===== config.mk =====
export PLATFORM = sky130hd
export DESIGN_NAME = atm_ram
export DESIGN_NICKNAME = d
export VERILOG_FILES = /design/src/rtl/atm_ram.sv
export SDC_FILE = /design/constraint.sdc
export NUM_CORES = 2
export LEC_CHECK = 0
export BUFFER_PORTS_ARGS = -buffer_cell sky130_fd_sc_hd__buf_2
export CAP_MARGIN = 20
export CORE_MARGIN = 3
export CORE_UTILIZATION = 25
export CTS_CLUSTER_SIZE = 24
export DETAILED_ROUTE_END_ITERATION = 6
export HOLD_SLACK_MARGIN = 0.03
export PLACE_DENSITY_LB_ADDON = 0.05
export SLEW_MARGIN = 10
export SYNTH_ARGS = -nofsm -noshare
export SYNTH_HDL_FRONTEND = slang
export SYNTH_SLANG_ARGS = --single-unit

===== constraint.sdc =====
create_clock -name clk -period 5.55 [get_ports clk]
set_input_delay 0 -clock clk [delete_from_list [all_inputs] [get_ports clk]]
set_output_delay 0 -clock clk [all_outputs]
set_load 0.01 [all_outputs]

===== src/rtl/atm_ram.sv =====
// generic single-write, single-read ram with registered read data
`default_nettype none
module atm_ram #(
  parameter int WIDTH = 32,
  parameter int DEPTH = 64
) (
  input  wire logic                     clk,
  input  wire logic                     we,
  input  wire logic [$clog2(DEPTH)-1:0] waddr,
  input  wire logic [WIDTH-1:0]         wdata,
  input  wire logic [$clog2(DEPTH)-1:0] raddr,
  output logic      [WIDTH-1:0]         rdata
);
  logic [WIDTH-1:0] mem [DEPTH];

  always_ff @(posedge clk) begin
    if (we) begin
      mem[waddr] <= wdata;
    end
    rdata <= mem[raddr];
  end
endmodule
`default_nettype wire


# ---- After elaboration in Yosys (flattened, before gate mapping)
# Memories as Yosys holds them, arrays and structs flattened. A register that Yosys moved wholly into a read port is not among the register bits.
# Index checks and enable logic that the tools add are counted.
dict set report op_classes {
  n_mux 2
}
# op count
set ops {}
lappend ops {{$mux W1} 2}
dict set report totals {
  n_memories 1
  word_cells 3
  regBits 0
  output_inout_bits 32
  ramBits 2048
  input_bits 46
}
# name depth word_bits rd rd_clocked_by_memory_dff write_ports line_no
set mem_list {}
lappend mem_list {mem 64 32 1 1 1 14} ;# logic [WIDTH-1:0] mem [DEPTH];

# ---- Logic depth before layout (Yosys ltp)
dict set report depth {
  ltp_word 2
  depth_mapped 10
  ltp_nobuf 5
}

# ---- Worst setup path before layout
# OpenSTA, ideal clock, no wires.
dict set report synth_path {
  path_kind {input to register}
  startpoint {in waddr[3]}
  endpoint {mem mem[48][0] (enable)}
  stages 4
  setup_ns 0.461
  path_slack_ns 2.390
  arrival_ns 2.699
  path_cell_list {clkbuf_1 > nor2b_1 > nand4b_1 > nor3_1}
}
# item line_no
set synth_rtl {}
lappend synth_rtl {{start: declaration} 9} ;# input wire logic [$clog2(DEPTH)-1:0] waddr,
lappend synth_rtl {{end: declaration} 14}
# No word-level cell before the write port.

==> results.sh <==
export IMPL_crit_buf_inv=3
export IMPL_synth_edf_count=2048
export IMPL_fin_cells=8056
export IMPL_reg2reg_depth=5
export IMPL_core_area_um2=312200
export IMPL_routed_wl_um=263400
export IMPL_switchingPower_mw=7.731
export IMPL_grt_pass1_vias=39960
export IMPL_cts_root_buffer="clkbuf_16"
export IMPL_yosysSeqAreaShare_pct=79.14
export IMPL_dieHeight_um=566.4
export IMPL_grt_pass1_wl_um=356000
export IMPL_end_kind="flip-flop"
export IMPL_hp_class="in2reg"
export IMPL_tritoncts="done"
export IMPL_dpl_cell_count=7549
export IMPL_num_rows=205
export IMPL_fin_tns_setup_ps=0
export IMPL_antenna_found_initial=22
export IMPL_grt_max_degree=72
export IMPL_max_cap_viol_count=0
export IMPL_p_leak_nw=28.84
export IMPL_r2r_start="mem[55][11]"
export IMPL_numPortBuffers=77
export IMPL_ys_seq_elements=2080
export IMPL_worstPathCellList="buf_8 > buf_4 > buf_4 > mux4_2 > o221ai_1 > a21oi_1 > a21oi_1 > nor2_1"
export IMPL_outcome="finished clean"
export IMPL_grt_use_total_pct=16.16
export IMPL_r2r_slack_ps=3220
export IMPL_start_kind="input pin"
export IMPL_setup_ws_ps=2691
export IMPL_die_area_um2=320800
export IMPL_place_hpwl_um=152600
export IMPL_power_per_cell_area_nw_per_um2=373.1
export IMPL_io_pins=78
export IMPL_clock_latency_ps=910
export IMPL_die_w_um=566.4
export IMPL_worstPathMaxFanout=62
export IMPL_period_share_pct=51.52
export IMPL_post_cts_buffers=0
export IMPL_finClkSkew_ps=44.44
export IMPL_crit_family="buffers and inverters"
export IMPL_globalplace_congestion=0.7197
export IMPL_syn_inst=3324
export IMPL_rsz0062_at_grt="no"
export IMPL_holdPathStages=2
export IMPL_slowest_delay_ps=750
export IMPL_post_place_ws_ps=1555
export IMPL_hold_viol=0
export IMPL_fillCellCount=29940
export IMPL_yosysUniqueCellTypes=34
export IMPL_r2r_end="rdata[11]"
export IMPL_ant_nets=0
export IMPL_pwr_share_comb_pct=4.9
export IMPL_vias=37110
export IMPL_syn_nets=3370
export IMPL_clk_pin_slew_ps=60
export IMPL_min_to="mem[15][15]"
export IMPL_cp_slowest_cell="a21oi_1"
export IMPL_async_reset_ff_share_pct=0
export IMPL_hold_buffers=40
export IMPL_seq_power_share_pct=49.8
export IMPL_wire_per_inst_um=32.69
export IMPL_crit_required_ps=6260
export IMPL_holdCritStartpoint="wdata[15]"
export IMPL_clkPwrFrac_pct=45.3
export IMPL_utilization_pct=30.11
export IMPL_setup_viol=0
export IMPL_critPathArrivalTime_ps=3570
export IMPL_worst_pin_slew_ps=1052
export IMPL_drt_iter0_markers=3374
export IMPL_internal_power_mw=27.34
export IMPL_routed_via_density=4.607
export IMPL_swShare_pct=22.05
export IMPL_hold_ws_ps=104.8
export IMPL_drc=0
export IMPL_period_minus_slack_ps=2859
export IMPL_numCtsBuffers=243
export IMPL_vdd_drop_max_mv=0.2499
export IMPL_start_util_pct=25.15
export IMPL_yosysWarnings=0
export IMPL_max_freq_ghz=0.3497
export IMPL_cts_repair_resized=0
export IMPL_slew_violations=0
export IMPL_crit_type="in2reg"
export IMPL_drive_gt1_share_pct=32.07
export IMPL_synth_area_per_cell_um2=23.62
export IMPL_nets=3745
export IMPL_grt_overflow=0
export IMPL_slew_headroom_pct=29.70
export IMPL_dr_pass1_iters=5
export IMPL_clock_sinks=2080
export IMPL_synthFlopType="edfxtp_1"
export IMPL_h_tree_depth=4
export IMPL_syn2layout_area_growth_pct=19.70
export IMPL_clockBufferDepth=4
export IMPL_syn_area_um2=78520
## synth_stat cells (12+ instances only)
cell type,number,area [um2]
nor2_1,137,514.2
buf_2,57,285.3
buf_4,25,187.7
mux2i_1,93,930.9
nand2_1,26,97.59
dfxtp_1,32,640.6
o22ai_1,84,525.5
buf_1,21,78.83
a21oi_1,62,310.3
a22oi_1,12,90.09
edfxtp_1,2048,61500
o221ai_1,27,236.5
nor2b_1,15,93.84
mux4_2,544,12250
clkbuf_1,74,277.8
## worst max-delay path by stage
stage          slack, ps      from  depth (start not counted)         end
6_report            2690  raddr[1]                          8   rdata[11]
5_1_grt             2480  raddr[0]                          9   rdata[11]
4_1_cts             2560  raddr[0]                          9   rdata[11]
3_5_place_dp        1550  raddr[0]                          9   rdata[11]
3_3_place_gp        1420  raddr[2]                          8   rdata[13]
2_1_floorplan       2390  waddr[3]                          4  mem[48][0]
## cells by family (layout without fill, tap and decap cells)
logic type             count (synthesis)  count (layout)  share of synthesized area (%)
and+or+nand+nor                      223             223                          1.265
DFF                                 2080            2080                          79.14
buffers and inverters                182             768                          1.128
other                                  0               6                              0
AOI/OAI and AO/OA                    202             202                          1.673
muxes                                637             637                          16.79
## registers in the layout (all words and copies together), names as in the netlist
register  flops
mem        2048
rdata        32
## power by group through the flow
stage | registers [mW] | clock network [mW] | logic (mW)
6_report | 17.5 | 15.9 | 1.71
5_1_grt | 17.5 | 17.0 | 1.85
4_1_cts | 17.5 | 16.4 | 1.79
3_5_place_dp | 17.8 | 0 | 1.76
3_3_place_gp | 17.8 | 0 | 1.73
2_1_floorplan | 17.8 | 0 | 0.846
## routing by layer
| metal | vias to the layer above | routed length [um] | global-route usage (%) |
|---|---|---|---|
| met5 | - | 9 | 0 |
| met3 | 329 | 10030 | 2.267 |
| li1 | 15090 | - | - |
| met1 | 20790 | 118400 | 22.15 |
| met2 | 902 | 129300 | 27.30 |
| met4 | 2 | 5646 | 3.430 |
## area by class of cell
cell class | instances | area [um2] | share of cell area [%]
clock buffer | 306 | 6509 | 6.925
timing repair buffer | 312 | 2718 | 2.891
multi-input combinational | 1062 | 15980 | 17.00
clock inverter | 150 | 1444 | 1.536
tap | 4140 | 5180 | 5.511
sequential | 2080 | 62140 | 66.12
antenna | 6 | 15.01 | 0.01598
## per-stage QoR
| step | power [mW] | cell area, um2 |
|---|---|---|
| detailed placement | 19.56 | 85510 |
| global route | 36.35 | 93980 |
| floorplan | 18.62 | 78520 |
| finish | 35.07 | 93990 |
| global placement | 19.53 | 85240 |
| CTS | 35.65 | 93860 |
## cell usage in the layout, fill, tap and decap left out, types with 4 or more instances in the layout
| cell | n |
|---|---|
| clkbuf_16 | 244 |
| bufinv_16 | 22 |
| nand3b_1 | 5 |
| buf_4 | 164 |
| buf_12 | 26 |
| and3_1 | 4 |
| edfxtp_1 | 2048 |
| mux2i_1 | 93 |
| diode_2 | 6 |
| nand3_1 | 5 |
| buf_16 | 5 |
| nand2_1 | 24 |
| clkinvlp_4 | 20 |
| dlygate4sd3_1 | 40 |
| inv_16 | 4 |
| nor3_1 | 5 |
| mux4_2 | 544 |
| dfxtp_1 | 32 |
| nor2_4 | 62 |
| a41o_1 | 4 |
| o22ai_1 | 84 |
| nor2b_1 | 14 |
| nor2_1 | 75 |
| clkbuf_8 | 17 |
| o221ai_1 | 27 |
| buf_2 | 72 |
| clkinv_2 | 46 |
| a311oi_1 | 8 |
| a21oi_1 | 62 |
| o32ai_1 | 4 |
| nand2b_1 | 5 |
| clkbuf_1 | 45 |
| clkinv_1 | 50 |
| a22oi_1 | 12 |
No activity file was read; power rests on OpenSTA's default activity.
