===== src/rtl/atm_pkg.sv =====
// shared constants and types for the atmosphere table interpolator
`default_nettype none
package atm_pkg;
  localparam int TABLE_DEPTH = 64;
  localparam int IDX_W       = $clog2(TABLE_DEPTH);
  localparam int CNT_W       = $clog2(TABLE_DEPTH + 1);
  localparam int ROWS_W      = 7;
  localparam int N_W         = (CNT_W > ROWS_W) ? CNT_W : ROWS_W;
  localparam int DATA_W      = 32;
  localparam int QTY_N       = 4;
  localparam int ROW_W       = DATA_W * QTY_N;

  typedef struct packed {
    logic              start;
    logic [DATA_W-1:0] v0;
    logic [DATA_W-1:0] v1;
    logic [DATA_W-1:0] num;
    logic [DATA_W-1:0] den;
  } lerp_req_t;
endpackage
`default_nettype wire


===== src/rtl/atm_lerp_lane.sv =====
// one interpolation lane: multiply then bit-serial restoring divide
`default_nettype none
module atm_lerp_lane (
  input  wire logic               clk,
  input  wire logic               rst_n,
  input  wire atm_pkg::lerp_req_t req,
  output logic                    done,
  output logic [atm_pkg::DATA_W-1:0] result
);
  import atm_pkg::*;

  localparam logic [1:0] L_IDLE = 2'd0;
  localparam logic [1:0] L_MUL  = 2'd1;
  localparam logic [1:0] L_DIV  = 2'd2;
  localparam logic [1:0] L_FIN  = 2'd3;
  localparam int CW = $clog2(DATA_W);

  logic [1:0]          state_r, state_nxt;
  logic [CW-1:0]       cnt_r, cnt_nxt;
  logic                neg_r;
  logic [DATA_W-1:0]   v0_r, d_r, num_r, den_r, rem_r, lo_r, q_r;
  logic [2*DATA_W-1:0] prod_r;
  logic [DATA_W:0]     trial;
  logic [DATA_W:0]     diff;
  logic                ge;
  logic                first_step;

  // first divide step starts from the product high half and its next bit
  assign first_step = cnt_r == CW'(DATA_W - 1);
  assign trial = first_step ? {prod_r[2*DATA_W-1:DATA_W], prod_r[DATA_W-1]}
                            : {rem_r, lo_r[DATA_W-1]};
  assign ge    = trial >= {1'b0, den_r};
  assign diff  = trial - {1'b0, den_r};

  always_comb begin
    state_nxt = state_r;
    cnt_nxt   = cnt_r;
    unique case (state_r)
      L_IDLE: if (req.start) state_nxt = L_MUL;
      L_MUL: begin
        state_nxt = L_DIV;
        cnt_nxt   = CW'(DATA_W - 1);
      end
      L_DIV: begin
        cnt_nxt = cnt_r - 1'b1;
        if (cnt_r == '0) state_nxt = L_FIN;
      end
      L_FIN: state_nxt = L_IDLE;
      default: state_nxt = L_IDLE;
    endcase
  end

  always_ff @(posedge clk) begin
    if (!rst_n) begin
      state_r <= L_IDLE;
      cnt_r   <= '0;
    end else begin
      state_r <= state_nxt;
      cnt_r   <= cnt_nxt;
    end
  end

  always_ff @(posedge clk) begin
    if (state_r == L_IDLE && req.start) begin
      neg_r <= req.v1 < req.v0;
      d_r   <= (req.v1 < req.v0) ? req.v0 - req.v1 : req.v1 - req.v0;
      v0_r  <= req.v0;
      num_r <= req.num;
      den_r <= req.den;
    end
    if (state_r == L_MUL) begin
      prod_r <= (2*DATA_W)'(d_r) * (2*DATA_W)'(num_r);
    end
    // product high half is below den, so the quotient fits one word
    if (state_r == L_DIV && first_step) begin
      rem_r <= ge ? diff[DATA_W-1:0] : trial[DATA_W-1:0];
      lo_r  <= {prod_r[DATA_W-2:0], 1'b0};
      q_r   <= {{(DATA_W-1){1'b0}}, ge};
    end else if (state_r == L_DIV) begin
      rem_r <= ge ? diff[DATA_W-1:0] : trial[DATA_W-1:0];
      lo_r  <= {lo_r[DATA_W-2:0], 1'b0};
      q_r   <= {q_r[DATA_W-2:0], ge};
    end
  end

  assign done   = state_r == L_FIN;
  assign result = neg_r ? v0_r - q_r : v0_r + q_r;
endmodule
`default_nettype wire


===== config.mk =====
export PLATFORM = sky130hd
export DESIGN_NAME = atm_lerp_lane
export DESIGN_NICKNAME = d
export VERILOG_FILES = /design/src/rtl/atm_pkg.sv /design/src/rtl/atm_lerp_lane.sv
export SDC_FILE = /design/constraint.sdc
export NUM_CORES = 2
export LEC_CHECK = 0
export BUFFER_PORTS_ARGS = -buffer_cell sky130_fd_sc_hd__buf_4
export CAP_MARGIN = 10
export CELL_PAD_IN_SITES_DETAIL_PLACEMENT = 1
export CELL_PAD_IN_SITES_GLOBAL_PLACEMENT = 2
export CORE_ASPECT_RATIO = 0.7
export CORE_MARGIN = 1
export CORE_UTILIZATION = 38
export DETAILED_ROUTE_END_ITERATION = 10
export PLACE_DENSITY_LB_ADDON = 0.1
export SLEW_MARGIN = 20
export SYNTH_ARGS = -nofsm -noshare
export SYNTH_HDL_FRONTEND = slang
export SYNTH_SLANG_ARGS = --single-unit

===== constraint.sdc =====
create_clock -name clk -period 6.88 [get_ports clk]
set_input_delay 0.688 -clock clk [delete_from_list [all_inputs] [get_ports clk]]
set_output_delay 0.688 -clock clk [all_outputs]
set_load 0.02 [all_outputs]

# After elaboration in Yosys (flattened, before gate mapping)
# Cells that the tools add are included.
# Widths: inputs -> output; s select.
[word_totals]
ff_bits = 295
out_inout_bits = 33
elab_cells = 48
[op_classes]
n_addsub = 6
mul = 1
magnitude_cmp = 2
eq_ne = 6
mux = 14
n_reduce_logical = 7
[ops]
columns = ["op", "count"]
rows = [
  ["$mux 32", 7],
  ["$sub 32x32->32", 4],
  ["$mul 32x32->64", 1],
  ["$ge 33x32->1", 1],
  ["$mux 33", 1],
  ["$add 32x32->32", 1],
  ["$lt 32x32->1", 1],
  ["$pmux 5 s2", 1],
  ["$pmux 2 s4", 1],
  ["$eq 5x5->1 const B", 1],
  ["$logic_not 5->1", 1],
  ["$sub 5x1->5 const B", 1],
  ["$eq 2x2->1 const B", 2],
  ["$mux 2", 2],
  ["$ne 2x2->1 const B", 2],
  ["$reduce_bool 2->1", 2],
  ["$eq 2x1->1 const B", 1],
  ["$logic_and 1x1->1", 2],
  ["$logic_not 2->1", 1],
  ["$mux 1", 2],
  ["$reduce_and 2->1", 1],
]

# Logic depth before layout (Yosys ltp)
[logic_depth]
ltp_word = 6
mapped_depth = 29

# Worst setup path after synthesis
# No wires, ideal clock.
[synth_timing]
kind = "register -> register"
startpoint = "register num_r[2]"
endpoint = "register prod_r[57], data pin"
setup_ns = 0.268
t_arrival_ns = 6.853
setup_slack_ns = -0.241
stages_incl_launch_ff = 28
path_buffers = 1
period_less_slack_ns = 7.121
cell_sequence = "edfxtp_1 > clkbuf_1 > and2_1 > fa_1 > inv_1 > fa_1 > fa_1 > fa_1 > inv_1 > fa_1 > inv_1 > fa_1 > inv_1 > fa_1 > inv_1 > fa_1 > inv_1 > ha_1 > a21oi_1 > o21bai_1 > o21ai_0 > a21oi_1 > nand4_1 > a21oi_2 > a221oi_2 > or4_1 > nand3_1 > xor2_1"
[synth_via]
elab_chain_len = 1
[synth_rtl]
columns = ["item", "line", "text"]
rows = [
  ["start, declared", "atm_lerp_lane.sv:21", "logic [DATA_W-1:0] v0_r, d_r, num_r, den_r, rem_r, lo_r, q_r;"],
  ["start signal, assigned", "atm_lerp_lane.sv:68", "num_r <= req.num;"],
  ["$mul 32x32->64", "atm_lerp_lane.sv:72", "prod_r <= (2*DATA_W)'(d_r) * (2*DATA_W)'(num_r);"],
  ["end signal, assigned", "atm_lerp_lane.sv:72", ""],
  ["end, declared", "atm_lerp_lane.sv:22", "logic [2*DATA_W-1:0] prod_r;"],
]
# No other way between the ends.
# A chain may end at the register's enable or synchronous reset.

# Worst setup path after layout
[layout_timing]
startpoint = "register num_r[16]"
endpoint = "register prod_r[62], data pin"
# The elaborated chain is that of the path after synthesis.

==> summary.txt <==
Outcome
  – Outcome: finished, violations left
  – Violations in the final reports: negative setup slack

Floorplanning
  – Horizontal extent of the die: 439 µm
  – Effective utilization at floorplan: 0.386
  – Number of top-level design ports: 164
  – DIE AREA: 0.135 mm²
  – Standard-cell row count: 111
  – DIE HEIGHT: 308 µm
  – Area of the placeable core: 0.132 mm²

Worst setup path
  – Highest cell delay on the worst timing path: 0.62 ns
  – Type of the worst setup path: reg -> reg
  – Setup crit start kind: register
  – Max Fanout on Critical Path: 6
  – CP most frequent cell: sky130_fd_sc_hd__fa_1
  – Worst Path Arrival: 7.84 ns
  – Total buffers and inverters traversed by the critical path: 7
  – Kind of cell adding the most delay to the critical path: adder cells
  – Critical path endpoint category: register
  – Critical path data required time: 7.20 ns
  – Critical-path top delay cell: sky130_fd_sc_hd__fa_2

Timing
  – RSZ-0062 raised after global routing: yes
  – Final Cycle Share: 1.09
  – Max-Slew Margin vs Limit: 0.329
  – Final Setup Violations: 34
  – Max-slew violation count: 0
  – Period minus WS final: 7.53 ns
  – Final hold vios: 0
  – Fin Hold WS: 0.238 ns
  – Max Clock Freq: 0.133 GHz
  – Min setup slack post-route: -0.646 ns
  – Actual slew at the worst max-slew pin: 0.998 ns
  – Worst Skew: 0.0485 ns

Logic synthesis
  – Portion of synthesized cell area occupied by the leading cell type: 0.355
  – Sequential element share of the synthesized area: 0.167
  – Number of cells produced by synthesis: 5415
  – Synthesized flop and latch total: 295
  – Net count of the mapped netlist: 6844
  – Synthesized area divided by synthesized cell count: 9.38 µm²
  – Cell taking the most area after synthesis: sky130_fd_sc_hd__fa_1
  – EDFF count, synth: 257
  – YS warnings: 0
  – Proportion of synthesized flip-flops having asynchronous set or reset: 0
  – Leading cell types by total area after synthesis: sky130_fd_sc_hd__fa_1 35%, sky130_fd_sc_hd__edfxtp_1 15%, sky130_fd_sc_hd__ha_1 9.8%
  – Flip-flop cell with the highest count after synthesis: sky130_fd_sc_hd__edfxtp_1
  – Post-Syn Area: 0.0508 mm²
  – Number of distinct library cells after synthesis: 79

Run
  – Number of max-cap violations: 0

Route
  – DR WL/cell: 21.2 µm
  – Total wire length after detailed routing: 162000 µm
  – Detailed-route DRC error count: 0
  – WL met2: 68900 µm
  – Max layer used: met5
  – Met3 wire length: 8340 µm
  – Total vias in the final route: 38461
  – Length of routed wiring on met1: 82300 µm
  – Number of vias per cell after detailed routing: 5.02
  – Antenna-violating nets left: 0
  – Number of optimization iterations in the first detailed-route pass: 5
  – Starting DRT DRC Count: 2198

Place
  – Placer's final routability congestion estimate: 0.876
  – Pre-CTS setup slack: -1.06 ns
  – Dpl hpwl: 136000 µm
  – Post-DP Area: 0.0575 mm²
  – Port Buf Inserts: 163

CTS
  – Clock sink count: 295
  – CTS H-tree depth: 2
  – Maximum clock insertion buffer count: 3
  – Clock-pin slew reported for the worst setup and hold paths after clock tree synthesis: 0.08 ns
  – CTS buffer count: 38
  – Worst skew pair latency: 0.62 ns
  – TritonCTS clock tree: done
  – Root buffer cell: sky130_fd_sc_hd__clkbuf_16

Final layout
  – Top library cells by usage in the layout, fill and taps aside: 1022 x sky130_fd_sc_hd__inv_1, 843 x sky130_fd_sc_hd__fa_1, 648 x sky130_fd_sc_hd__nand2_1, 573 x sky130_fd_sc_hd__and2_1, 572 x sky130_fd_sc_hd__buf_4
  – Fraction of final layout cells sized beyond drive strength 1: 0.184
  – Most common cell after layout, fill and taps aside: sky130_fd_sc_hd__inv_1
  – Design area: 0.0610 mm²
  – Net count reported at finish: 7314
  – Area Overhead vs Synth: 20.1%

GRT
  – Number of global-route vias before repair: 42229
  – Aggregate global-route resource usage: 0.244
  – Grt total ovfl: 0
  – Initial antenna violation count: 14
  – Pin count of the biggest net entering global routing: 84
  – Wire length of the first global-routing pass: 253000 µm

Worst hold path
  – Hold WC Path Type: in -> reg
-- registers in the layout (all words and copies together), names as in the netlist --
name     flops
d_r         32
lo_r        31
neg_r        1
v0_r        32
cnt_r        5
q_r         32
prod_r      64
rem_r       32
num_r       32
den_r       32
state_r      2
-- cell usage after synthesis, drive strengths merged, types with 25 or more instances --
| cell | instances |
|---|---|
| a21o | 91 |
| a21oi | 211 |
| a31oi | 40 |
| and2 | 601 |
| buf | 26 |
| clkbuf | 253 |
| dfxtp | 38 |
| edfxtp | 257 |
| fa | 900 |
| ha | 398 |
| inv | 1045 |
| mux2 | 38 |
| nand2 | 657 |
| nand3 | 66 |
| nand4 | 29 |
| nor2 | 108 |
| nor2b | 27 |
| nor3 | 25 |
| o21ai | 172 |
| o21bai | 35 |
| xnor2 | 135 |
| xor2 | 40 |
-- layout make-up --
cell class / instances / area [µm²]
Clock buffer: 44 / 983
Antenna cell: 4 / 10.0
Sequential cell: 295 / 8480
Timing Repair Buffer: 709 / 6490
Clock inverter: 23 / 204
Inverter: 1045 / 3920
Fill cell: 14849 / 70800
Tap cell: 1751 / 2190
Multi-Input combinational cell: 3796 / 38700
-- timing repair --
action	in CTS	in global routing
hold buffers	0	0
gates cloned	3	2
setup endpoints to repair	39	45
setup buffers	40	34
resized for setup	197	194
pin swaps	75	157
-- metal layers --
metal  vias up  track usage
met1     19857        0.378
met5         -            0
li1      17755            -
met3       143       0.0369
met2       696        0.360
met4        10       0.0444
-- final timing paths --
path / startpoint / slack (ns) / cells after the start / end
worst max-delay path: num_r[16]$_DFFE_PP_ / -0.65 / 26 / prod_r[62]$_DFFE_PN_
worst min-delay path: req[62] / 0.24 / 1 / num_r[30]$_DFFE_PP_
worst max register to register: num_r[16]$_DFFE_PP_ / -0.65 / 26 / prod_r[62]$_DFFE_PN_
worst min register to register: q_r[31]$_SDFFE_PP0P_ / 0.47 / 2 / q_r[31]$_SDFFE_PP0P_
-- metrics by stage --
stage	util	instances	setup TNS, ns
2_1_floorplan	-	5415	-0.163
3_3_place_gp	0.436	7525	-18.35
3_5_place_dp	0.436	7525	-21.01
4_1_cts	0.455	7632	-12.68
5_1_grt	0.463	7663	-19.53
6_report	0.463	7667	-12.88
-- cells by family (layout without fill, tap and decap cells) --
logic type,after synthesis,count (layout),share of synthesized area
simple gates,1594,1594,0.157
flops,295,295,0.167
mux,54,54,0.0118
other cells,0,4,0
fa+ha+maj,1298,1298,0.453
buf+inv,1324,1821,0.0988
xor+xnor,175,175,0.0302
compound gates,675,675,0.0826
Power is left out: the tool's default activity adds up to more than one toggle a clock period on the data nets, which glitch-free logic cannot reach.
